===== src/rtl/mbd_pkg.sv =====
// Shared types and constants for the 2x2 mip level downsampler.
package mbd_pkg;

    localparam int PIXEL_W    = 32;
    localparam int CHAN_W     = 8;
    localparam int NUM_CHAN   = 4;
    localparam int PAIR_W     = 9;
    localparam int LINE_W     = NUM_CHAN * PAIR_W;
    localparam int CFG_IDX_W  = 2;
    localparam int CFG_DATA_W = 13;
    localparam int OUT_DEPTH  = 3;
    localparam int OUT_CNT_W  = 2;

    localparam logic [CFG_IDX_W-1:0] REG_SOURCE_WIDTH  = 2'd0;
    localparam logic [CFG_IDX_W-1:0] REG_SOURCE_HEIGHT = 2'd1;

    typedef struct packed {
        logic               last;
        logic [PIXEL_W-1:0] pixel;
    } out_item_t;

endpackage


===== src/rtl/mbd_out_fifo.sv =====
// Three-entry output queue that decouples the datapath from master-side stalls.
module mbd_out_fifo (
    input  logic                          aclk,
    input  logic                          aresetn,
    input  logic                          push,
    input  mbd_pkg::out_item_t            push_data,
    output logic                          m_valid,
    input  logic                          m_ready,
    output mbd_pkg::out_item_t            m_data,
    output logic [mbd_pkg::OUT_CNT_W-1:0] count
);
    import mbd_pkg::*;

    out_item_t              entry_reg [OUT_DEPTH];
    logic [OUT_CNT_W-1:0]   wr_ptr_reg;
    logic [OUT_CNT_W-1:0]   wr_ptr_next;
    logic [OUT_CNT_W-1:0]   rd_ptr_reg;
    logic [OUT_CNT_W-1:0]   rd_ptr_next;
    logic [OUT_CNT_W-1:0]   count_reg;
    logic [OUT_CNT_W-1:0]   count_next;
    logic                   pop;

    assign m_valid = (count_reg != '0);
    assign pop     = m_valid & m_ready;
    assign m_data  = entry_reg[rd_ptr_reg];
    assign count   = count_reg;

    always_comb begin
        wr_ptr_next = wr_ptr_reg;
        rd_ptr_next = rd_ptr_reg;
        count_next  = count_reg;
        if (push) begin
            wr_ptr_next = (wr_ptr_reg == OUT_CNT_W'(OUT_DEPTH - 1)) ? '0
                        : wr_ptr_reg + OUT_CNT_W'(1);
        end
        if (pop) begin
            rd_ptr_next = (rd_ptr_reg == OUT_CNT_W'(OUT_DEPTH - 1)) ? '0
                        : rd_ptr_reg + OUT_CNT_W'(1);
        end
        if (push && !pop) begin
            count_next = count_reg + OUT_CNT_W'(1);
        end else if (pop && !push) begin
            count_next = count_reg - OUT_CNT_W'(1);
        end
    end

    always_ff @(posedge aclk) begin
        if (!aresetn) begin
            wr_ptr_reg <= '0;
            rd_ptr_reg <= '0;
            count_reg  <= '0;
        end else begin
            wr_ptr_reg <= wr_ptr_next;
            rd_ptr_reg <= rd_ptr_next;
            count_reg  <= count_next;
        end
    end

    always_ff @(posedge aclk) begin
        if (push) begin
            entry_reg[wr_ptr_reg] <= push_data;
        end
    end

    a_no_overflow: assert property (@(posedge aclk) disable iff (!aresetn)
        push && (count_reg == OUT_CNT_W'(OUT_DEPTH)) |-> pop)
        else $error("output queue overflow");

    a_count_bound: assert property (@(posedge aclk) disable iff (!aresetn)
        count_reg <= OUT_CNT_W'(OUT_DEPTH))
        else $error("output queue count out of range");

    a_push_to_head: assert property (@(posedge aclk) disable iff (!aresetn)
        push && (count_reg == '0) |=> m_valid && (m_data == $past(push_data)))
        else $error("pushed item not at head of empty queue");

endmodule


===== config.mk =====
export PLATFORM = sky130hd
export DESIGN_NAME = mbd_out_fifo
export DESIGN_NICKNAME = d
export VERILOG_FILES = /design/src/rtl/mbd_pkg.sv /design/src/rtl/mbd_out_fifo.sv
export SDC_FILE = /design/constraint.sdc
export NUM_CORES = 1
export LEC_CHECK = 0
export ABC_AREA = 1
export BUFFER_PORTS_ARGS = -buffer_cell sky130_fd_sc_hd__buf_4
export CORE_MARGIN = 3
export CORE_UTILIZATION = 59
export DETAILED_ROUTE_END_ITERATION = 10
export PLACE_DENSITY = 0.85
export SYNTH_ARGS = -nofsm -noshare
export SYNTH_HDL_FRONTEND = slang
export SYNTH_SLANG_ARGS = --single-unit

===== constraint.sdc =====
create_clock -name aclk -period 5.3 [get_ports aclk]
set_clock_uncertainty 0.15 [all_clocks]
set_input_delay 0 -clock aclk [delete_from_list [all_inputs] [get_ports aclk]]
set_output_delay 0 -clock aclk [all_outputs]
set_load 0.01 [all_outputs]

==> results_dict.tcl, run 1 <==
set metrics [dict create \
    grt_max_degree 35 \
    period_needed_ns 1.952 \
    grt_antenna_before_repair 0 \
    cts_sinks 107 \
    drc 0 \
    insertedDiodeCount 0 \
    crit_required_ns 5.15 \
    synth_top_area_share_pct 72.75 \
    grt_pass1_wl_um 12300 \
    die_h_um 89.23 \
    gp_congestion 0.7035 \
    synthTopCellsByArea "edfxtp_1 (73%), a21oi_1 (7.7%), nand2_1 (4.0%)" \
    maxSlewViolCount 0 \
    synth.ff_latch_count 107 \
    vias 2636 \
    syn_to_final_growth_pct 26.27 \
    cts_root_buf "clkbuf_8" \
    leakagePower_nw 1.995 \
    synth_edf_count 99 \
    htree_levels 3 \
    max_freq_mhz 512.2 \
    worst_slew_pin_slew_ns 0.4744 \
    clock_latency_ns 0.36 \
    cts_buffers 9 \
    worstPathArrival_ns 1.80 \
    ff2ff_path_depth 8 \
    endpoint_kind "output port" \
    synth_top_area_cell "edfxtp_1" \
    cts_tree "done" \
    clock_path_buffers 2 \
    status "finished clean" \
    hold_violations 0 \
    grt_usage_pct 21.35 \
    largest_reg_flops 99 \
    hold_depth 2 \
    grt_setup_unrepaired "false" \
    powerDensity_nw_per_um2 355.1 \
    setup_tns_ns 0 \
    synthesis.area_um2 4086 \
    timing.hold.ws_ns 0.2115 \
    initial_core_util_pct 62.57 \
    wirelength_um 7999 \
    setup.worst_path.start_class "flip-flop" \
    die-area_um2 7961 \
    ant_nets 0 \
    yosysUniqueCellTypes 18 \
    grt_pass1_vias 2522 \
    fin_crit_sh_pct 36.84 \
    drv_cap 0 \
    drive_above_1_share_pct 24.82 \
    synth.most_common_cell "edfxtp_1" \
    num_io_pins 73 \
    grt_overflow 0 \
    synth_area_per_cell_um2 13.81 \
    yosysWarningCount 0 \
    peakVddDrop_v 0.0002320 \
    num_rows 29 \
    setup_violations 0 \
    core_um2 6531 \
    slew_headroom_pct 68.37 \
    fillerInstances 378 \
    cts.clk_slew.worst_paths_ns 0.10 \
    dr.pass1.iters 4 \
    nets 444 \
    detail_route.wl_per_cell_um 16.39 \
    avgViaCountPerCell 5.402 \
    async_flop_share_pct 0 \
    crit_fanout 34 \
    syn_nets 334 \
    synth_cells 296 \
    drt_iter0_drc 212 \
    synth_flop_cell "edfxtp_1" \
    die_x_um 89.23 \
    io_buffers 72 \
    ys_top_cells_by_count "edfxtp_1 (99), a21oi_1 (63), nand2_1 (44)" \
    ys_seq_area_share_pct 76.67 \
    hp-class "in -> reg" \
    path_class "reg -> out" \
    hpwl_um 4432 \
]
## routing by layer
layer / global-route usage [%] / routed length (um) / vias up
met3: 4.608 / 506 / 13
met4: 7.984 / 111 / 0
met5: 0 / 0 / -
met2: 37.11 / 4357 / 99
met1: 26.38 / 3023 / 1254
li1: - / - / 1270
## layout make-up
cell class / count / area (um^2) / area share [%]
Inverter: 15 / 68.82 / 1.334
Tap cell: 77 / 96.34 / 1.867
Clock buffer: 9 / 123.9 / 2.401
Sequential cell: 107 / 3133 / 60.72
Clock inverter: 7 / 60.06 / 1.164
Multi-Input combinational cell: 160 / 739.5 / 14.33
Timing Repair Buffer: 113 / 938.4 / 18.19
## through the flow
step	area, um^2	cells	power, mW	utilization [%]	worst slack [ns]
floorplan	4086	296	1.222	-	2.021
global placement	4616	436	1.363	70.67	3.785
detailed placement	4616	436	1.373	70.67	3.749
CTS	5160	488	1.840	79.00	3.343
global route	5160	488	1.925	79.00	3.241
finish	5160	488	1.832	79.00	3.348
## worst paths after layout
kind	endpoint	start	slack, ns
min reg2reg	wr_ptr_reg[1]	wr_ptr_reg[1]	0.33
max reg2reg	count[1]	count[0]	3.72
min	entry_reg[2][0]	push_data[0]	0.21
max	m_data[1]	flip-flop	3.35
## placed cells by master (no fill, tap or decap), types with 6 or more instances in the layout
master         Yosys  final
clkbuf_8           0      9
buf_4              2     77
dlygate4sd3_1      0     36
dfxtp_1            8      8
edfxtp_1          99     99
nor2_1            38     38
nand2_1           44     44
inv_1             13     13
a21oi_1           63     63
a21oi_2            6      6
## logic make-up after synthesis
group | count (synthesis) | synth area share (%)
simple gates | 87 | 8.175
compound gates | 72 | 9.492
fa+ha+maj | 1 | 0.3061
flops | 107 | 76.67
buf+inv | 29 | 5.358
## report_power, final
part | total, mW | switching [mW] | internal (mW)
logic | 0.393 | 0.216 | 0.176
clock network | 0.457 | 0.278 | 0.179
registers | 0.983 | 0.0156 | 0.967
total | 1.83 | 0.510 | 1.32
## what timing repair did
item                                    in CTS  in global routing
endpoints found under the setup margin       0                  0
hold endpoints to repair                   107                  0
hold buffers                                36                  0
buffers inserted                             0                  0
gates resized for setup                      0                  0
## critical path, cell delays in order (launching register included)
cell      delay [ns]
dfxtp_1         0.32
buf_4           0.36
clkinv_4        0.33
nand2_1         0.15
a21oi_1         0.10
buf_4           0.15
No activity file was read; power rests on OpenSTA's default activity.
==> run 2, diff against run 1 <==
--- a/config.mk
+++ b/config.mk
@@ -8,9 +8,9 @@
 export ABC_AREA = 1
 export BUFFER_PORTS_ARGS = -buffer_cell sky130_fd_sc_hd__buf_4
 export CORE_MARGIN = 3
-export CORE_UTILIZATION = 59
+export CORE_UTILIZATION = 50
 export DETAILED_ROUTE_END_ITERATION = 10
-export PLACE_DENSITY = 0.85
+export PLACE_DENSITY = 0.77
 export SYNTH_ARGS = -nofsm -noshare
 export SYNTH_HDL_FRONTEND = slang
 export SYNTH_SLANG_ARGS = --single-unit
==> constraint.sdc (replaced) <==
create_clock -name aclk -period 1.6 [get_ports aclk]
set_clock_uncertainty 0.15 [all_clocks]
set_input_delay 0 -clock aclk [delete_from_list [all_inputs] [get_ports aclk]]
set_output_delay 0 -clock aclk [all_outputs]
set_load 0.01 [all_outputs]
==> results_dict.tcl, run 2 (synthesis results as in run 1) <==
set metrics [dict create \
    ant_nets 0 \
    grt_max_degree 34 \
    endpoint_kind "output port" \
    fillerInstances 565 \
    worstPathArrival_ns 1.37 \
    setup.worst_path.start_class "flip-flop" \
    hold_violations 0 \
    insertedDiodeCount 0 \
    path_class "reg -> out" \
    mostFrequentLayoutCells "edfxtp_1 (99), buf_4 (78), a21oi_1 (57)" \
    setup_violations 0 \
    drive_above_1_share_pct 28.88 \
    cts_root_buf "clkbuf_8" \
    hold_depth 2 \
    hold_end "entry_reg[2][6]" \
    grt_pass1_wl_um 12760 \
    htree_levels 3 \
    slew_headroom_pct 85.48 \
    grt_setup_unrepaired "false" \
    hpwl_um 4971 \
    die-area_um2 9294 \
    cts_sinks 107 \
    grt_antenna_before_repair 0 \
    cts_tree "done" \
    io_buffers 72 \
    r2r_slack_ns 0.14 \
    drt_iter0_drc 165 \
    hold_start "push_data[6]" \
    num_rows 32 \
    core_um2 7848 \
    clock_path_buffers 2 \
    leakagePower_nw 2.041 \
    dr.pass1.iters 4 \
    vias 2670 \
    placed_area_um2 4745 \
    period_needed_ns 1.522 \
    crit_fanout 17 \
    avgViaCountPerCell 5.125 \
    drv_cap 0 \
    detail_route.wl_per_cell_um 16.17 \
    worst_slew_pin_slew_ns 0.2173 \
    num_io_pins 73 \
    grt_pass1_vias 2528 \
    layout_commonest_cell "edfxtp_1" \
    grt_usage_pct 18.68 \
    finalPower_mw 6.323 \
    hp-class "in -> reg" \
    largest_reg_flops 99 \
    fin_area_um2 5389 \
    worstReg2RegEnd "count[1]" \
    grt_overflow 0 \
    die_h_um 96.41 \
    gp_congestion 0.7428 \
    maxSlewViolCount 0 \
    crit_required_ns 1.45 \
    powerDensity_nw_per_um2 1173 \
    wirelength_um 8425 \
    drc 0 \
    cts_buffers 9 \
    peakVddDrop_v 0.0008046 \
    cts.clk_slew.worst_paths_ns 0.10 \
    r2r_start "count[1]" \
    fin_crit_sh_pct 95.14 \
    status "finished clean" \
    clock_latency_ns 0.35 \
    syn_to_final_growth_pct 31.87 \
    ff2ff_path_depth 7 \
    die_x_um 96.41 \
    max_freq_mhz 656.9 \
    initial_core_util_pct 52.07 \
    nets 452 \
]
-- run 2: cell count changes in the layout (fill, tap and decap cells not counted), sizes merged --
cell / before / now
buf: 77 / 84
clkinvlp: 0 / 5
inv: 17 / 14
clkinv: 5 / 3
bufinv: 0 / 1
-- run 2: routing by layer --
layer  vias to the layer above  track usage (%)  wire length [um]
met1                      1274            24.48              3613
met4                         0            7.009               127
li1                       1292                -                 -
met5                         -                0                 0
met3                        10            3.253               460
met2                        94            31.40              4224
-- run 2: layout make-up --
cell class | instances | area [um^2] | area share, %
flip-flops and latches | 107 | 3141 | 58.28
repair buffers | 120 | 1052 | 19.53
multi-input cells | 160 | 768.2 | 14.26
well taps | 102 | 127.6 | 2.368
clock buffers | 9 | 123.9 | 2.299
inverters | 15 | 83.83 | 1.556
clock inverters | 7 | 76.32 | 1.416
repair inverters | 1 | 16.27 | 0.3018
-- run 2: how the worst max path moves through the flow --
stage,startpoint,endpoint,slack (ns)
6_report,flip-flop,m_data[3],0.08
5_1_grt,flip-flop,m_data[8],0.003
4_1_cts,flip-flop,m_data[3],0.004
3_5_place_dp,count[0],count[1],0.06
3_3_place_gp,count[0],count[1],0.16
2_1_floorplan,wr_ptr_reg[0],entry_reg[2][0],-0.15
-- run 2: power breakdown --
group          switching, mW  total [mW]  internal, mW
Combinational          0.761        1.42         0.657
Clock                  0.902        1.64         0.734
Sequential            0.0623        3.27          3.21
Total                   1.73        6.32          4.60
-- run 2: what timing repair did --
item,4_1_cts,5_1_grt
endpoints found under the setup margin,33,26
resized for setup,6,12
pin swaps,0,2
setup buffers,0,1
hold endpoints to repair,107,0
cloned,1,0
hold buffers,36,0
-- run 2: worst max-delay path, cell delays in order (launching register included) --
cell	delay [ns]
dfxtp_2	0.35
buf_12	0.16
clkinv_8	0.10
nand2_1	0.07
a21oi_2	0.19
buf_4	0.15
-- run 2: metrics by stage --
step	utilization, %	TNS, ns	setup slack [ns]	hold slack (ns)	instances
finish	68.67	0	0.07772	0.2139	521
global route	68.67	0	0.002617	0.2050	521
CTS	68.06	0	0.003592	0.1980	520
detailed placement	60.46	0	0.06092	0.04716	467
global placement	60.46	0	0.1625	0.04330	467
floorplan	-	-5.056	-0.1532	-0.05113	296
